`src/rtl/core/bfp_pkg.sv`:
```
// Package for the bencode frame parser: character codes, limits, parser
// phase type, result record and the decimal accumulate helper.
// No dependencies.
`default_nettype none

package bfp_pkg;

    // Default upper bound on a declared payload length (exclusive)
    localparam int BFP_MAX_DATA = 64;

    // Field widths of the result record
    localparam int NODE_W  = 16;
    localparam int INDEX_W = 6;
    localparam int LEN_W   = 6;

    // Saturation value of the decimal accumulators
    localparam logic [NODE_W-1:0] ACC_MAX = 16'hFFFF;

    // Character codes
    localparam logic [7:0] CH_LIST  = 8'h6C;  // 'l'
    localparam logic [7:0] CH_INT   = 8'h69;  // 'i'
    localparam logic [7:0] CH_END   = 8'h65;  // 'e'
    localparam logic [7:0] CH_COLON = 8'h3A;  // ':'
    localparam logic [7:0] CH_ZERO  = 8'h30;  // '0'
    localparam logic [7:0] CH_NINE  = 8'h39;  // '9'

    // Parser phase
    typedef enum logic [1:0] {
        PH_WAIT = 2'd0,
        PH_NODE = 2'd1,
        PH_LEN  = 2'd2,
        PH_DATA = 2'd3
    } phase_t;

    // One result item
    typedef struct packed {
        logic               frame_done;
        logic               frame_error;
        logic               payload_valid;
        logic [7:0]         payload_byte;
        logic [INDEX_W-1:0] payload_index;
        logic [NODE_W-1:0]  node_id;
        logic [LEN_W-1:0]   payload_length;
    } result_t;

    // acc * 10 + digit, saturating at ACC_MAX
    function automatic logic [NODE_W-1:0] dec_push(input logic [NODE_W-1:0] acc,
                                                   input logic [7:0] c);
        logic [19:0] prod;
        logic [19:0] sum;
        prod = {1'b0, acc, 3'b000} + {3'b000, acc, 1'b0};
        sum  = prod + 20'(c - CH_ZERO);
        if (sum > 20'(ACC_MAX)) begin
            return ACC_MAX;
        end
        return sum[NODE_W-1:0];
    endfunction

endpackage

`default_nettype wire

```
`src/rtl/core/bfp_in_reg.sv`:
```
// Input register of the bencode frame parser: captures one received byte.
// Depends on nothing outside this file.
`default_nettype none

module bfp_in_reg (
    input  wire logic       aclk,
    input  wire logic       aresetn,
    input  wire logic       s_tvalid,
    output logic            s_tready,
    input  wire logic [7:0] s_tdata,    // [7:0] rx_byte
    input  wire logic       take,       // parser consumes the held byte
    output logic            hold_valid,
    output logic [7:0]      hold_byte
);

    logic       valid_reg;
    logic       valid_next;
    logic [7:0] byte_reg;

    // Ready when empty or the held byte leaves this cycle
    assign s_tready   = !valid_reg || take;
    assign hold_valid = valid_reg;
    assign hold_byte  = byte_reg;

    always_comb begin
        valid_next = valid_reg;
        if (s_tready) begin
            valid_next = s_tvalid;
        end
    end

    always_ff @(posedge aclk) begin
        if (!aresetn) begin
            valid_reg <= 1'b0;
        end else begin
            valid_reg <= valid_next;
        end
    end

    // Payload register, no reset
    always_ff @(posedge aclk) begin
        if (s_tvalid && s_tready) begin
            byte_reg <= s_tdata;
        end
    end

endmodule

`default_nettype wire

```
`src/rtl/core/bfp_parse.sv`:
```
// Parser core: phase and accumulator registers plus the per-byte step logic.
// Depends on bfp_pkg.
`default_nettype none

module bfp_parse
    import bfp_pkg::*;
#(
    parameter int MAX_DATA = BFP_MAX_DATA
) (
    input  wire logic       aclk,
    input  wire logic       aresetn,
    input  wire logic       step_en,
    input  wire logic [7:0] rx_byte,
    output result_t         res
);

    localparam int CW = (MAX_DATA > 2) ? $clog2(MAX_DATA) : 1;

    phase_t              phase_reg;
    phase_t              phase_next;
    logic [NODE_W-1:0]   node_acc_reg;
    logic [NODE_W-1:0]   node_acc_next;
    logic [NODE_W-1:0]   length_acc_reg;
    logic [NODE_W-1:0]   length_acc_next;
    logic [CW-1:0]       byte_count_reg;
    logic [CW-1:0]       byte_count_next;
    logic [NODE_W-1:0]   count_ext;
    logic                is_digit;
    logic                done;
    logic                err;
    logic                pv;

    assign count_ext = NODE_W'(byte_count_reg);
    always_comb begin
        is_digit = rx_byte inside {[CH_ZERO:CH_NINE]};
    end

    // Next state
    always_comb begin
        phase_next      = phase_reg;
        node_acc_next   = node_acc_reg;
        length_acc_next = length_acc_reg;
        byte_count_next = byte_count_reg;
        done            = 1'b0;
        err             = 1'b0;
        pv              = 1'b0;
        case (phase_reg)
            PH_WAIT: begin
                if (rx_byte == CH_LIST) begin
                    phase_next = PH_NODE;
                end
            end
            PH_NODE: begin
                if (rx_byte == CH_INT) begin
                    node_acc_next = '0;
                end else if (is_digit) begin
                    node_acc_next = dec_push(node_acc_reg, rx_byte);
                end else if (rx_byte == CH_END) begin
                    length_acc_next = '0;
                    phase_next      = PH_LEN;
                end else begin
                    err = 1'b1;
                end
            end
            PH_LEN: begin
                if (rx_byte == CH_COLON) begin
                    if ({1'b0, length_acc_reg} >= 17'(MAX_DATA)) begin
                        err = 1'b1;
                    end else begin
                        phase_next      = PH_DATA;
                        byte_count_next = '0;
                    end
                end else if (is_digit) begin
                    length_acc_next = dec_push(length_acc_reg, rx_byte);
                end else begin
                    err = 1'b1;
                end
            end
            PH_DATA: begin
                if (count_ext < length_acc_reg) begin
                    pv              = 1'b1;
                    byte_count_next = byte_count_reg + CW'(1);
                end else begin
                    done = 1'b1;
                end
            end
            default: begin
                err = 1'b1;
            end
        endcase
        // Abandon, completion and stray bytes all return to waiting
        if (err || done || (phase_reg == PH_WAIT && rx_byte != CH_LIST)) begin
            phase_next      = PH_WAIT;
            node_acc_next   = '0;
            length_acc_next = '0;
            byte_count_next = '0;
        end
    end

    // Result of this byte
    always_comb begin
        res                = '0;
        res.frame_done     = done;
        res.frame_error    = err;
        res.payload_valid  = pv;
        if (pv) begin
            res.payload_byte  = rx_byte;
            res.payload_index = count_ext[INDEX_W-1:0];
        end
        if (done) begin
            res.node_id        = node_acc_reg;
            res.payload_length = length_acc_reg[LEN_W-1:0];
        end else begin
            res.node_id        = node_acc_next;
            res.payload_length = length_acc_next[LEN_W-1:0];
        end
    end

    always_ff @(posedge aclk) begin
        if (!aresetn) begin
            phase_reg      <= PH_WAIT;
            node_acc_reg   <= '0;
            length_acc_reg <= '0;
            byte_count_reg <= '0;
        end else if (step_en) begin
            phase_reg      <= phase_next;
            node_acc_reg   <= node_acc_next;
            length_acc_reg <= length_acc_next;
            byte_count_reg <= byte_count_next;
        end
    end

    // Completion never carries a payload byte or an error
    a_done_excl: assert property (@(posedge aclk) disable iff (!aresetn)
        step_en && res.frame_done |-> !res.payload_valid && !res.frame_error)
        else $error("frame_done together with payload or error");

    // An abandoned frame reports cleared fields
    a_err_clear: assert property (@(posedge aclk) disable iff (!aresetn)
        step_en && res.frame_error |-> res.node_id == '0 && res.payload_length == '0)
        else $error("abandon reports stale fields");

    // Waiting implies all accumulators are clear
    a_wait_clear: assert property (@(posedge aclk) disable iff (!aresetn)
        phase_reg == PH_WAIT |-> node_acc_reg == '0 && length_acc_reg == '0
                                 && byte_count_reg == '0)
        else $error("accumulators not clear while waiting");

    // Byte counter never passes the declared length
    a_count_bound: assert property (@(posedge aclk) disable iff (!aresetn)
        phase_reg == PH_DATA |-> count_ext <= length_acc_reg)
        else $error("payload counter beyond length");

    // A payload byte keeps the parser in the payload phase
    a_data_stay: assert property (@(posedge aclk) disable iff (!aresetn)
        step_en && res.payload_valid |=> phase_reg == PH_DATA)
        else $error("left payload phase after payload byte");

endmodule

`default_nettype wire

```
`src/rtl/core/bfp_out_reg.sv`:
```
// Result register of the bencode frame parser: holds one result transfer.
// Depends on bfp_pkg.
`default_nettype none

module bfp_out_reg
    import bfp_pkg::*;
(
    input  wire logic        aclk,
    input  wire logic        aresetn,
    input  wire logic        load,
    input  wire result_t     res_in,
    output logic             can_load,
    output logic             m_tvalid,
    input  wire logic        m_tready,
    output logic [39:0]      m_tdata,   // [7:0] payload_byte, [13:8] payload_index,
                                        // [29:14] node_id, [35:30] payload_length,
                                        // [39:36] zero
    output logic [1:0]       m_tuser,   // [0] frame_error, [1] payload_valid
    output logic             m_tlast    // frame_done
);

    logic    valid_reg;
    logic    valid_next;
    result_t res_reg;

    // Free when empty or the held result is taken this cycle
    assign can_load = !valid_reg || m_tready;

    always_comb begin
        valid_next = valid_reg;
        if (can_load) begin
            valid_next = load;
        end
    end

    always_ff @(posedge aclk) begin
        if (!aresetn) begin
            valid_reg <= 1'b0;
        end else begin
            valid_reg <= valid_next;
        end
    end

    always_ff @(posedge aclk) begin
        if (load && can_load) begin
            res_reg <= res_in;
        end
    end

    assign m_tvalid = valid_reg;
    assign m_tdata  = {4'b0000, res_reg.payload_length, res_reg.node_id,
                       res_reg.payload_index, res_reg.payload_byte};
    assign m_tuser  = {res_reg.payload_valid, res_reg.frame_error};
    assign m_tlast  = res_reg.frame_done;

endmodule

`default_nettype wire

```
`src/rtl/core/bencode_frame_parser.sv`:
```
// Bencode frame parser, top level: input register, parser core, result register.
// Depends on bfp_pkg, bfp_in_reg, bfp_parse, bfp_out_reg.
//
//  channel | direction | content
//  s_*     | in        | tdata[7:0] rx_byte, one byte per transfer
//  m_*     | out       | tdata payload/index/node/length, tuser flags, tlast frame_done
//
// One result transfer per input transfer, one per cycle sustained while m_tready stays high.
// Each byte passes the input register, then the parse step into the result register.
// Reset (aresetn low, synchronous) returns the parser to waiting for 'l'.
// When m_tready is low the result register holds; the input register fills,
// then s_tready drops until the result is taken.
`default_nettype none

module bencode_frame_parser
    import bfp_pkg::*;
#(
    parameter int MAX_DATA = BFP_MAX_DATA
) (
    input  wire logic        aclk,
    input  wire logic        aresetn,
    input  wire logic        s_tvalid,
    output logic             s_tready,
    input  wire logic [7:0]  s_tdata,   // [7:0] rx_byte
    output logic             m_tvalid,
    input  wire logic        m_tready,
    output logic [39:0]      m_tdata,   // [7:0] payload_byte, [13:8] payload_index,
                                        // [29:14] node_id, [35:30] payload_length
    output logic [1:0]       m_tuser,   // [0] frame_error, [1] payload_valid
    output logic             m_tlast    // frame_done
);

    logic       hold_valid;
    logic [7:0] hold_byte;
    logic       can_load;
    logic       take;
    result_t    res;

    // A parse step happens when a byte is held and the result slot is free
    assign take = hold_valid && can_load;

    bfp_in_reg u_in (
        .aclk       (aclk),
        .aresetn    (aresetn),
        .s_tvalid   (s_tvalid),
        .s_tready   (s_tready),
        .s_tdata    (s_tdata),
        .take       (take),
        .hold_valid (hold_valid),
        .hold_byte  (hold_byte)
    );

    bfp_parse #(
        .MAX_DATA (MAX_DATA)
    ) u_parse (
        .aclk    (aclk),
        .aresetn (aresetn),
        .step_en (take),
        .rx_byte (hold_byte),
        .res     (res)
    );

    bfp_out_reg u_out (
        .aclk     (aclk),
        .aresetn  (aresetn),
        .load     (take),
        .res_in   (res),
        .can_load (can_load),
        .m_tvalid (m_tvalid),
        .m_tready (m_tready),
        .m_tdata  (m_tdata),
        .m_tuser  (m_tuser),
        .m_tlast  (m_tlast)
    );

endmodule

`default_nettype wire

```
`config.mk`:
```
export PLATFORM = sky130hd
export DESIGN_NAME = bencode_frame_parser
export DESIGN_NICKNAME = d
export VERILOG_FILES = /design/src/rtl/core/bfp_pkg.sv /design/src/rtl/core/bfp_in_reg.sv /design/src/rtl/core/bfp_parse.sv /design/src/rtl/core/bfp_out_reg.sv /design/src/rtl/core/bencode_frame_parser.sv
export SDC_FILE = /design/constraint.sdc
export NUM_CORES = 1
export LEC_CHECK = 0
export ABC_CLOCK_PERIOD_IN_PS = 16800
export BUFFER_PORTS_ARGS = -buffer_cell sky130_fd_sc_hd__buf_4
export CAP_MARGIN = 30
export CORE_UTILIZATION = 38
export CTS_CLUSTER_SIZE = 30
export DETAILED_ROUTE_END_ITERATION = 6
export PLACE_DENSITY = 0.52
export RECOVER_POWER = 25
export SLEW_MARGIN = 25
export SYNTH_ARGS = -nofsm -noshare
export SYNTH_HDL_FRONTEND = slang
export SYNTH_HIERARCHICAL = 1
export SYNTH_SLANG_ARGS = --single-unit
export TNS_END_PERCENT = 10
```
`constraint.sdc`:
```
create_clock -name aclk -period 16.8 [get_ports aclk]
set_input_delay 3.36 -clock aclk [delete_from_list [all_inputs] [get_ports aclk]]
set_output_delay 3.36 -clock aclk [all_outputs]
set_load 0.005 [all_outputs]
```
==> results by group, run 1 <==
Floorplan
  – Row count: 48
  – Initial Util: 39.24%
  – Die Wd: 136.3 um
  – Die Span Y: 136.3 um
  – Die area: 0.01859 mm2
  – Area of the core: 0.01748 mm2
  – # IOs: 57

Yosys
  – Mapped Avg Cell Area: 9.591 um2
  – EDFF count, synth: 47
  – Count of cell types in the netlist: 67
  – Largest family of logic cells by synthesized area: compound AO/OA/AOI/OAI gates
  – XOR/XNOR Fraction of Synth Area: 3.959%
  – Synth Warn #: 6
  – Largest area contributor in the netlist: edfxtp_1
  – Compound-cell area share of the yosys netlist: 24.17%
  – Syn Inst Count: 715
  – Fraction of the mapped netlist area in adder cells: 18.79%
  – Simple-gate area share of the yosys netlist: 16.38%
  – Top FF cell, synth: edfxtp_1
  – Mux cell area share after synthesis: 0.1460%
  – Synth top area share: 20.58%
  – Ranking of synthesized cells by area: edfxtp_1 (21%), dfxtp_1 (12%), ha_1 (10%)
  – Sequential-to-total area share from yosys stat: 32.84%
  – Ys async rst share: 0%
  – Post-Syn Area: 0.006858 mm2
  – Seq cells post-synth: 89

Pwr
  – Worst vdd ir: 50.83 uV
  – Leakage: 3.272 nW
  – PwrDens: 63.49 mW/mm2

Clocking
  – H-tree depth: 3
  – Worst-Skew Late Latency: 0.35 ns
  – Root Driver: clkbuf_16
  – PostCTS Resize Cnt: 0
  – Hold_buf cts: 0
  – Maximum clock insertion buffer count: 2
  – CTS tree: built
  – Clk slew on worst S/H paths: 0.06 ns
  – Total setup buffers inserted after CTS: 0
  – CTS Buf Count: 9
  – Sink Count: 89

Global routing
  – Initial antenna violation count: 0
  – First-pass GRT wire length: 29,370 um
  – Largest net degree at the start of global routing: 40
  – Total grt overflow: 0
  – Number of global-route vias before repair: 5,553
  – Tot GR Track Use: 20.59%

Job
  – Max-cap violations: 0

Routing
  – Drt total wl: 18,150 um
  – Drt pass-1 iters: 5
  – DRC viols: 0
  – Via Count: 5,725
  – DRT iter0 DRCs: 390
  – Antenna-violating nets left: 0
  – DR vias/cell: 5.789
  – Wire length per cell: 18.35 um

Layout
  – Most frequent cells in the layout: nand2_1 (66), ha_1 (55), a21oi_1 (49), edfxtp_1 (47)
  – ANT cells: 0
  – Max FFs per register: 36
  – Commonest non-fill, non-tap cell in the layout: nand2_1
  – Final core occ: 44.19%
  – Fin nets: 856
  – Area delta synth->final: 12.63%
  – Share of post-route cells with drive strength above 1: 11.65%

Worst setup path
  – Critical Path AT: 4.54 ns
  – Worst-path fanout max: 13
  – Startpoint class of the critical path: input pin
  – Worst endpoint required time: 13.44 ns
  – Crit path capture type: primary output
  – Crit path kind: input pin to primary output

Timing
  – Final Critical Period: 7.901 ns
  – Skew final: 0.009350 ns
  – Min Hold Slack: 0.5189 ns
  – Final Hold Fails: 0
  – Max-slew headroom: 43.67%
  – Crit share post-route: 47.03%
  – Setup TNS: 0 ns
  – Actual slew at the worst max-slew pin: 0.8426 ns
  – Unrepaired setup endpoints after global routing: false
  – Setup violations, final: 0
  – Final Max Tran Viols: 0
  – Highest Clock Rate: 126.6 MHz

Placement
  – Gp weighted congestion: 0.8503
  – Port Buffers: 52
  – Post-DP HPWL: 13,760 um

Run status
  – Status: complete, no violations

Hold path
  – Hold/Removal Path Class: flop to flop
## layer usage
layer / track usage [%] / vias up / share of wire (%)
met2: 32.88 / 158 / 46
met1: 27.65 / 2763 / 47
met4: 9.074 / 0 / 3.0
met5: 0 / - / 0
li1: - / 2770 / -
met3: 2.759 / 34 / 4.2
## power by group
part / switching (mW) / total [mW] / internal (mW)
Sequential: 0.00440 / 0.240 / 0.235
Clock: 0.0893 / 0.191 / 0.102
Combinational: 0.0372 / 0.0599 / 0.0226
Total: 0.131 / 0.490 / 0.359
## stage by stage
step	cell area, um2	power [mW]	setup WS [ns]	std cells
floorplan	6869	0.2816	9.643	718
global placement	7448	0.3039	9.110	971
detailed placement	7455	0.3048	9.091	971
CTS	7732	0.4983	9.090	987
global route	7724	0.5111	8.796	989
finish	7724	0.4904	8.899	989
## cell usage after synthesis (all sizes together), types with 5 or more instances
library cell / n
o211ai: 9
fa: 30
inv: 31
a21boi: 6
o22a: 8
clkbuf: 18
and2: 22
o31ai: 24
a32o: 5
a311oi: 8
dfxtp: 42
and3: 13
edfxtp: 47
nand2: 66
o31a: 5
buf: 10
nor2: 42
nor2b: 7
a22o: 10
a21oi: 49
nand4: 5
a31oi: 16
o221ai: 6
a211oi: 10
xnor2: 13
xor2: 18
o21ai: 32
nand3: 17
o21a: 7
nor3: 6
ha: 55
a21o: 14
nand2b: 11
nor4: 8
## worst max-delay path, stage by stage
cell and delay (ns):
buf_4 0.09, nand2b_4 0.13, and2_0 0.55, nand2b_1 0.27, buf_4 0.14
## layout make-up
class                      count  area, um2
timing repair buffer          58      424.2
fill                        1682       9753
clock buffer                   9      225.2
inverter                      31      116.4
clock inverter                 7      52.55
sequential                    89       2252
multi-input combinational    570       4372
tap                          225      281.5
## kinds of logic after synthesis
kind of cell             Yosys count
buffers and inverters             59
AND/OR/NAND/NOR                  214
XOR/XNOR                          31
adder cells (fa/ha/maj)           85
AO/OA/AOI/OAI                    235
other                              1
multiplexers                       1
flip-flops                        89
## path summary, 6_finish.rpt
| kind | cells after the start | slack [ns] | startpoint | endpoint |
|---|---|---|---|---|
| max | 5 | 8.90 | m_tready | s_tready |
| min | 2 | 0.52 | u_parse/phase_reg[1] | u_parse/phase_reg[1] |
| max reg2reg | 12 | 11.42 | u_in/hold_byte[5] | u_out/m_tdata[14] |
| min reg2reg | 2 | 0.52 | u_parse/phase_reg[1] | u_parse/phase_reg[1] |
Power figures use the tool's default switching activity.
==> inputs of run 2 (changes only) <==
ABC_AREA = 1   (was default)
ABC_CLOCK_PERIOD_IN_PS = 8100   (was 16800)
clock period = 8.1 ns   (was 16.8 ns; I/O delays follow)
==> results by group, run 2 <==
Yosys
  – Synth top area share: 18.44% (-2.1 points)
  – Fraction of the mapped netlist area in adder cells: 16.84% (-2.0 points)
  – Ys async rst share: 0% (unchanged)
  – Ranking of synthesized cells by area: edfxtp_1 (18%), nand2_1 (14%), dfxtp_1 (11%)
  – Sequential-to-total area share from yosys stat: 29.43% (-3.4 points)
  – Simple-gate area share of the yosys netlist: 28.61% (+12 points)
  – Post-Syn Area: 0.007652 mm2 (+12%)
  – Top FF cell, synth: edfxtp_1
  – XOR/XNOR Fraction of Synth Area: 2.518% (-1.4 points)
  – Compound-cell area share of the yosys netlist: 12.56% (-12 points)
  – Mux cell area share after synthesis: 0% (-0.15 points)
  – Most numerous cell in the Yosys netlist: nand2_1
  – Commonest cells post-synth: nand2_1 (284), inv_1 (148), a21oi_1 (115)
  – Synth Warn #: 6 (unchanged)
  – EDFF count, synth: 47 (unchanged)
  – Seq cells post-synth: 89 (unchanged)
  – Count of cell types in the netlist: 42 (-37%)
  – Syn Inst Count: 1,066 (+49%)
  – Largest area contributor in the netlist: edfxtp_1
  – Mapped Avg Cell Area: 7.179 um2 (-25%)
  – Largest family of logic cells by synthesized area: simple AND/OR/NAND/NOR gates

Clocking
  – PostCTS Resize Cnt: 0 (unchanged)
  – Sink Count: 89 (unchanged)
  – Hold_buf cts: 0 (unchanged)
  – Root Driver: clkbuf_16
  – CTS Buf Count: 9 (unchanged)
  – Worst-Skew Late Latency: 0.35 ns (about the same)
  – Total setup buffers inserted after CTS: 0 (unchanged)
  – Clk slew on worst S/H paths: 0.08 ns (+0.02 ns)
  – H-tree depth: 3 (unchanged)
  – Maximum clock insertion buffer count: 2 (unchanged)
  – CTS tree: built

Routing
  – DRT iter0 DRCs: 498 (+28%)
  – Drt pass-1 iters: 5 (unchanged)
  – DR vias/cell: 4.978 (-14%)
  – Via Count: 6,825 (+19%)
  – Antenna-violating nets left: 0 (unchanged)
  – Drt total wl: 20,850 um (+15%)
  – Wire length per cell: 15.20 um (-17%)
  – DRC viols: 0 (unchanged)

Worst setup path
  – Startpoint class of the critical path: input pin
  – CP top delay family: buffers and inverters
  – Crit path capture type: primary output
  – Critical Path Max Stage Delay: 1.67 ns (+1.12 ns)
  – R2R depth: 17 (+5)
  – CP cell instances: buf_4 -> inv_2 -> nand2_2 -> nand2_1 -> inv_1 -> clkbuf_1 -> inv_2 -> nand2_2 -> buf_4
  – Critical Path AT: 3.91 ns (-0.63 ns)
  – Crit path from: m_tready
  – Crit path kind: input pin to primary output
  – Worst r2r src: u_in/hold_byte[5]
  – Crit path max-delay cell type: clkbuf_1
  – Critical R2R Capture: u_out/m_tdata[18]
  – CP bufs+invs: 6 (+4)
  – Worst endpoint required time: 6.48 ns (-6.96 ns)
  – Worst-path fanout max: 55 (+42)
  – R2R setup slack: 3.97 ns (-7.45 ns)

Layout
  – Max FFs per register: 36 (unchanged)
  – ANT cells: 0 (unchanged)
  – Share of post-route cells with drive strength above 1: 9.946% (-1.7 points)
  – Fin nets: 1,198 (+40%)
  – Final cell count without fillers: 1,371 (+39%)
  – Fill count: 2,012 (+20%)
  – Area delta synth->final: 11.63%
  – Most frequent cells in the layout: nand2_1 (284), inv_1 (149), a21oi_1 (114), nor2_1 (76), nand3_1 (58)
  – Commonest non-fill, non-tap cell in the layout: nand2_1

Pwr
  – Combinational Power Share: 34.4% (+22 points)
  – Clock group share of total power: 29.2% (-9.7 points)
  – Leakage: 3.923 nW (+20%)
  – Int Pwr: 0.8941 mW (+150%)
  – Sw Ratio: 39.26% (+13 points)
  – NetSw: 0.5779 mW (+340%)
  – Sequential share of power: 36.3% (-13 points)
  – Power, Total: 1.472 mW (+200%)
  – Worst vdd ir: 110.7 uV (+120%)
  – PwrDens: 172.3 mW/mm2 (+170%)

Hold path
  – Hold EP: u_parse/byte_count_reg[4]
  – Hold/Removal Path Class: flop to flop
  – Hold Path Stages: 2 (unchanged)
  – Hold Startpoint: u_parse/byte_count_reg[4]

Run status
  – Failing checks: max-capacitance violations, max-slew violations
  – Status: finished with violations

Floorplan
  – # IOs: 57 (unchanged)
  – Area of the core: 0.01959 mm2 (+12%)
  – Initial Util: 39.06% (-0.18 points)
  – Die Wd: 143.9 um (+5.5%)
  – Row count: 51 (+6.3%)
  – Die Span Y: 143.9 um (+5.5%)
  – Die area: 0.02071 mm2 (+11%)

Timing
  – Min Hold Slack: 0.4900 ns (-0.02890 ns)
  – Setup violations, final: 0 (unchanged)
  – Max-slew headroom: -57.56% (-100 points)
  – Highest Clock Rate: 180.9 MHz
  – Unrepaired setup endpoints after global routing: false
  – Setup TNS: 0 ns (unchanged)
  – Worst setup margin: 2.572 ns (-6.327 ns)
  – Actual slew at the worst max-slew pin: 2.363 ns (+1.521 ns)
  – Final Hold Fails: 0 (unchanged)
  – Crit share post-route: 68.25%
  – Skew final: 0.01163 ns (+0.002284 ns)
  – Final Critical Period: 5.528 ns
  – Final Max Tran Viols: 56 (+56)

Global routing
  – First-pass GRT wire length: 33,600 um (+14%)
  – Total grt overflow: 0 (unchanged)
  – Tot GR Track Use: 21.01% (+0.42 points)
  – Number of global-route vias before repair: 6,265 (+13%)
  – Initial antenna violation count: 0 (unchanged)
  – Largest net degree at the start of global routing: 56 (+40%)

Placement
  – Port Buffers: 52 (unchanged)
  – Post-DP HPWL: 15,450 um (+12%)
  – Placed insts: 1,355 (+40%)
  – Dpl ws: 3.837 ns (-5.254 ns)
  – Gp weighted congestion: 0.8688 (+2.2%)

Job
  – Max-cap violations: 1 (+1)
==> run 2: cell type report <==
| class | count | area [um2] | share of cell area, % |
|---|---|---|---|
| inverters | 155 | 581.8 | 6.811 |
| flip-flops and latches | 89 | 2252 | 26.37 |
| well taps | 265 | 331.6 | 3.882 |
| multi-input cells | 789 | 4661 | 54.56 |
| clock buffers | 9 | 225.2 | 2.637 |
| clock inverters | 7 | 73.82 | 0.8642 |
| repair buffers | 57 | 416.7 | 4.878 |
==> run 2: logic make-up after synthesis <==
kind of cell,count (synthesis)
other,1
AOI/OAI and AO/OA,184
and+or+nand+nor,494
xor gates and xnor gates,22
adders and majority gates,85
DFF,89
buffers and inverters,191
==> run 2: routing by layer <==
metal  vias to the layer above  part of all wire [%]  GRT usage (%)  routed length [um]
met4                         0                   1.6          6.159                 340
met5                         -                     0              0                   0
met2                       145                    43          31.81                9007
li1                       3543                     -              -                   -
met1                      3115                    52          31.19               10800
met3                        22                   3.3          2.133                 696
==> run 2: through the flow <==
stage / instance area, um2 / util (%)
2_1_floorplan: 7664 / -
4_1_cts: 8553 / 43.66
3_3_place_gp: 8254 / 42.13
3_5_place_dp: 8254 / 42.13
6_report: 8542 / 43.60
5_1_grt: 8542 / 43.60
==> run 2: power by group through the flow <==
stage	registers, mW	clock network [mW]	logic, mW
6_report	0.535	0.430	0.507
5_1_grt	0.540	0.457	0.573
4_1_cts	0.535	0.442	0.507
3_5_place_dp	0.546	0	0.503
3_3_place_gp	0.546	0	0.505
2_1_floorplan	0.540	0	0.371
==> run 2: how the worst max path moves through the flow <==
| stage | endpoint | slack (ns) | depth (start not counted) |
|---|---|---|---|
| 2_1_floorplan | u_out/m_tdata[20] | 3.78 | 19 |
| 3_3_place_gp | s_tready | 3.83 | 9 |
| 3_5_place_dp | s_tready | 3.84 | 9 |
| 4_1_cts | s_tready | 3.83 | 9 |
| 5_1_grt | s_tready | 2.25 | 9 |
| 6_report | s_tready | 2.57 | 9 |
==> run 2: worst register-to-register path: stages (launching register included) <==
cell and delay, ns:
edfxtp_1 0.44, ha_1 0.30, xnor2_1 0.53, fa_1 0.53, ha_1 0.37, nand2_1 0.13
nor2_1 0.16, nand2_1 0.07, nand2_1 0.11, nand2_1 0.08, nand3_1 0.08, nand2_1 0.05
inv_1 0.43, nand4_1 0.19, nand2_1 0.09, nand2_1 0.05, nand2_1 0.08, o21ai_0 0.13
==> inputs of run 3 (changes only) <==
ABC_CLOCK_PERIOD_IN_PS = 4500   (was 8100)
PLACE_DENSITY = 0.54   (was 0.52)
clock period = 4.5 ns   (was 8.1 ns; I/O delays follow)
==> results by group, run 3 (synthesis gave the netlist of run 2 again) <==
Hold path
  – Hold Startpoint: u_parse/byte_count_reg[4]
  – Hold/Removal Path Class: flop to flop
  – Hold EP: u_parse/byte_count_reg[4]
  – Hold Path Stages: 2 (unchanged)

Global routing
  – Largest net degree at the start of global routing: 54 (-3.6%)
  – Number of global-route vias before repair: 6,243 (-0.35%)
  – Initial antenna violation count: 0 (unchanged)
  – Tot GR Track Use: 20.89% (-0.12 points)
  – Total grt overflow: 0 (unchanged)
  – First-pass GRT wire length: 32,930 um (-2.0%)

Pwr
  – PwrDens: 307.2 mW/mm2 (+78%)
  – Worst vdd ir: 156.6 uV (+41%)
  – Power, Total: 2.628 mW (+79%)
  – Leakage: 3.930 nW (+0.18%)

Worst setup path
  – Startpoint class of the critical path: flop
  – Worst r2r src: u_in/hold_byte[5]
  – Critical R2R Capture: u_out/m_tdata[21]
  – R2R depth: 18 (+1)
  – Worst endpoint required time: 4.56 ns (-1.92 ns)
  – Crit path capture type: flop
  – Worst-path fanout max: 16 (-71%)
  – Critical Path AT: 4.07 ns (+0.16 ns)
  – Crit path kind: flop to flop
  – R2R setup slack: 0.50 ns (-3.47 ns)

Timing
  – Final Hold Fails: 0 (unchanged)
  – Highest Clock Rate: 249.8 MHz
  – Unrepaired setup endpoints after global routing: false
  – Final Max Tran Viols: 0 (-100%)
  – Actual slew at the worst max-slew pin: 0.7827 ns (-1.581 ns)
  – Final Critical Period: 4.003 ns
  – Max-slew headroom: 47.76% (+110 points)
  – Setup violations, final: 0 (unchanged)
  – Crit share post-route: 88.96%
  – Skew final: 0.009499 ns (-0.002135 ns)
  – Setup TNS: 0 ns (unchanged)
  – Worst setup margin: 0.4969 ns (-2.075 ns)

Layout
  – Area delta synth->final: 11.77%
  – Most frequent cells in the layout: nand2_1 (284), inv_1 (149), a21oi_1 (115), nor2_1 (76), nand3_1 (58)
  – Max FFs per register: 36 (unchanged)
  – Commonest non-fill, non-tap cell in the layout: nand2_1
  – ANT cells: 0 (unchanged)
  – Share of post-route cells with drive strength above 1: 9.919% (-0.027 points)
  – Fin nets: 1,201 (+0.25%)
  – Final cell count without fillers: 1,374 (+0.22%)
  – Fin area: 0.008553 mm2 (+0.13%)

Clocking
  – Root Driver: clkbuf_16
  – CTS Buf Count: 9 (unchanged)
  – Clk slew on worst S/H paths: 0.07 ns (about the same)
  – CTS tree: built
  – Worst-Skew Late Latency: 0.36 ns (about the same)
  – H-tree depth: 3 (unchanged)
  – Sink Count: 89 (unchanged)
  – Hold_buf cts: 0 (unchanged)
  – Total setup buffers inserted after CTS: 0 (unchanged)
  – PostCTS Resize Cnt: 0 (unchanged)
  – Maximum clock insertion buffer count: 2 (unchanged)

Floorplan
  – Row count: 51 (unchanged)
  – Initial Util: 39.06% (unchanged)
  – Area of the core: 0.01959 mm2 (unchanged)
  – Die area: 0.02071 mm2 (unchanged)
  – Die Wd: 143.9 um (unchanged)
  – Die Span Y: 143.9 um (unchanged)
  – # IOs: 57 (unchanged)

Placement
  – Post-DP HPWL: 15,970 um (+3.3%)
  – Port Buffers: 52 (unchanged)
  – Gp weighted congestion: 0.8522 (-1.9%)
  – Placed insts: 1,358 (+0.22%)
  – Area after DPL: 0.008289 mm2 (+0.42%)
  – Dpl ws: 0.5453 ns (-3.292 ns)

Routing
  – Wire length per cell: 15.19 um (-0.12%)
  – DRC viols: 0 (unchanged)
  – DR vias/cell: 5.033 (+1.1%)
  – DRT iter0 DRCs: 520 (+4.4%)
  – Via Count: 6,915 (+1.3%)
  – Drt total wl: 20,870 um (+0.10%)
  – Antenna-violating nets left: 0 (unchanged)
  – Drt pass-1 iters: 5 (unchanged)

Job
  – Max-cap violations: 0 (-1)

Run status
  – Status: complete, no violations
-- run 3: worst max path at each step --
stage          cells past startpoint           endpoint  slack (ns)               from
5_1_grt                           19  u_out/m_tdata[21]        0.20  u_in/hold_byte[5]
6_report                          18  u_out/m_tdata[21]        0.50  u_in/hold_byte[5]
2_1_floorplan                     19  u_out/m_tdata[20]        0.18  u_in/hold_byte[5]
3_5_place_dp                      18  u_out/m_tdata[24]        0.55  u_in/hold_byte[5]
4_1_cts                           18  u_out/m_tdata[24]        0.52  u_in/hold_byte[5]
3_3_place_gp                      17  u_out/m_tdata[24]        0.54  u_in/hold_byte[5]
-- run 3: power breakdown --
| part | internal (mW) | switching, mW |
|---|---|---|
| logic | 0.310 | 0.603 |
| registers | 0.913 | 0.0522 |
| clock network | 0.386 | 0.364 |
| total | 1.61 | 1.02 |
-- run 3: cell type report --
type	count	area (um2)
repair buffers	60	444.2
flip-flops and latches	89	2252
multi-input cells	789	4657
clock buffers	9	225.2
clock inverters	7	61.31
fillers	2033	11040
well taps	265	331.6
inverters	155	581.8
-- run 3: layer usage --
layer  vias up  part of all wire (%)  track usage [%]
met2       154                    43            30.59
met4         0                   1.1            4.759
li1       3556                     -                -
met5         -                     0                0
met1      3187                    51            31.14
met3        18                   5.1            4.099
-- run 3: worst max-delay path: stages (launching register included) --
cell and delay (ns):
edfxtp_1 0.47, nand2_1 0.15, nand2_1 0.07, xor2_1 0.51, fa_1 0.53, ha_1 0.37, nand2_1 0.12, nor2_2 0.13
nand3_1 0.11, nand3_2 0.10, nand2_1 0.07, nand2_1 0.06, nand2_1 0.04, nand2_1 0.40, nand4_1 0.24, nand2_1 0.10
nand2_1 0.05, nand2_1 0.08, o21ai_0 0.10
-- run 3: metrics by stage --
step,hold slack (ns),util (%)
CTS,0.4838,43.78
global placement,0.4732,42.31
floorplan,0.4578,-
global route,0.5311,43.66
finish,0.4820,43.66
detailed placement,0.4732,42.31
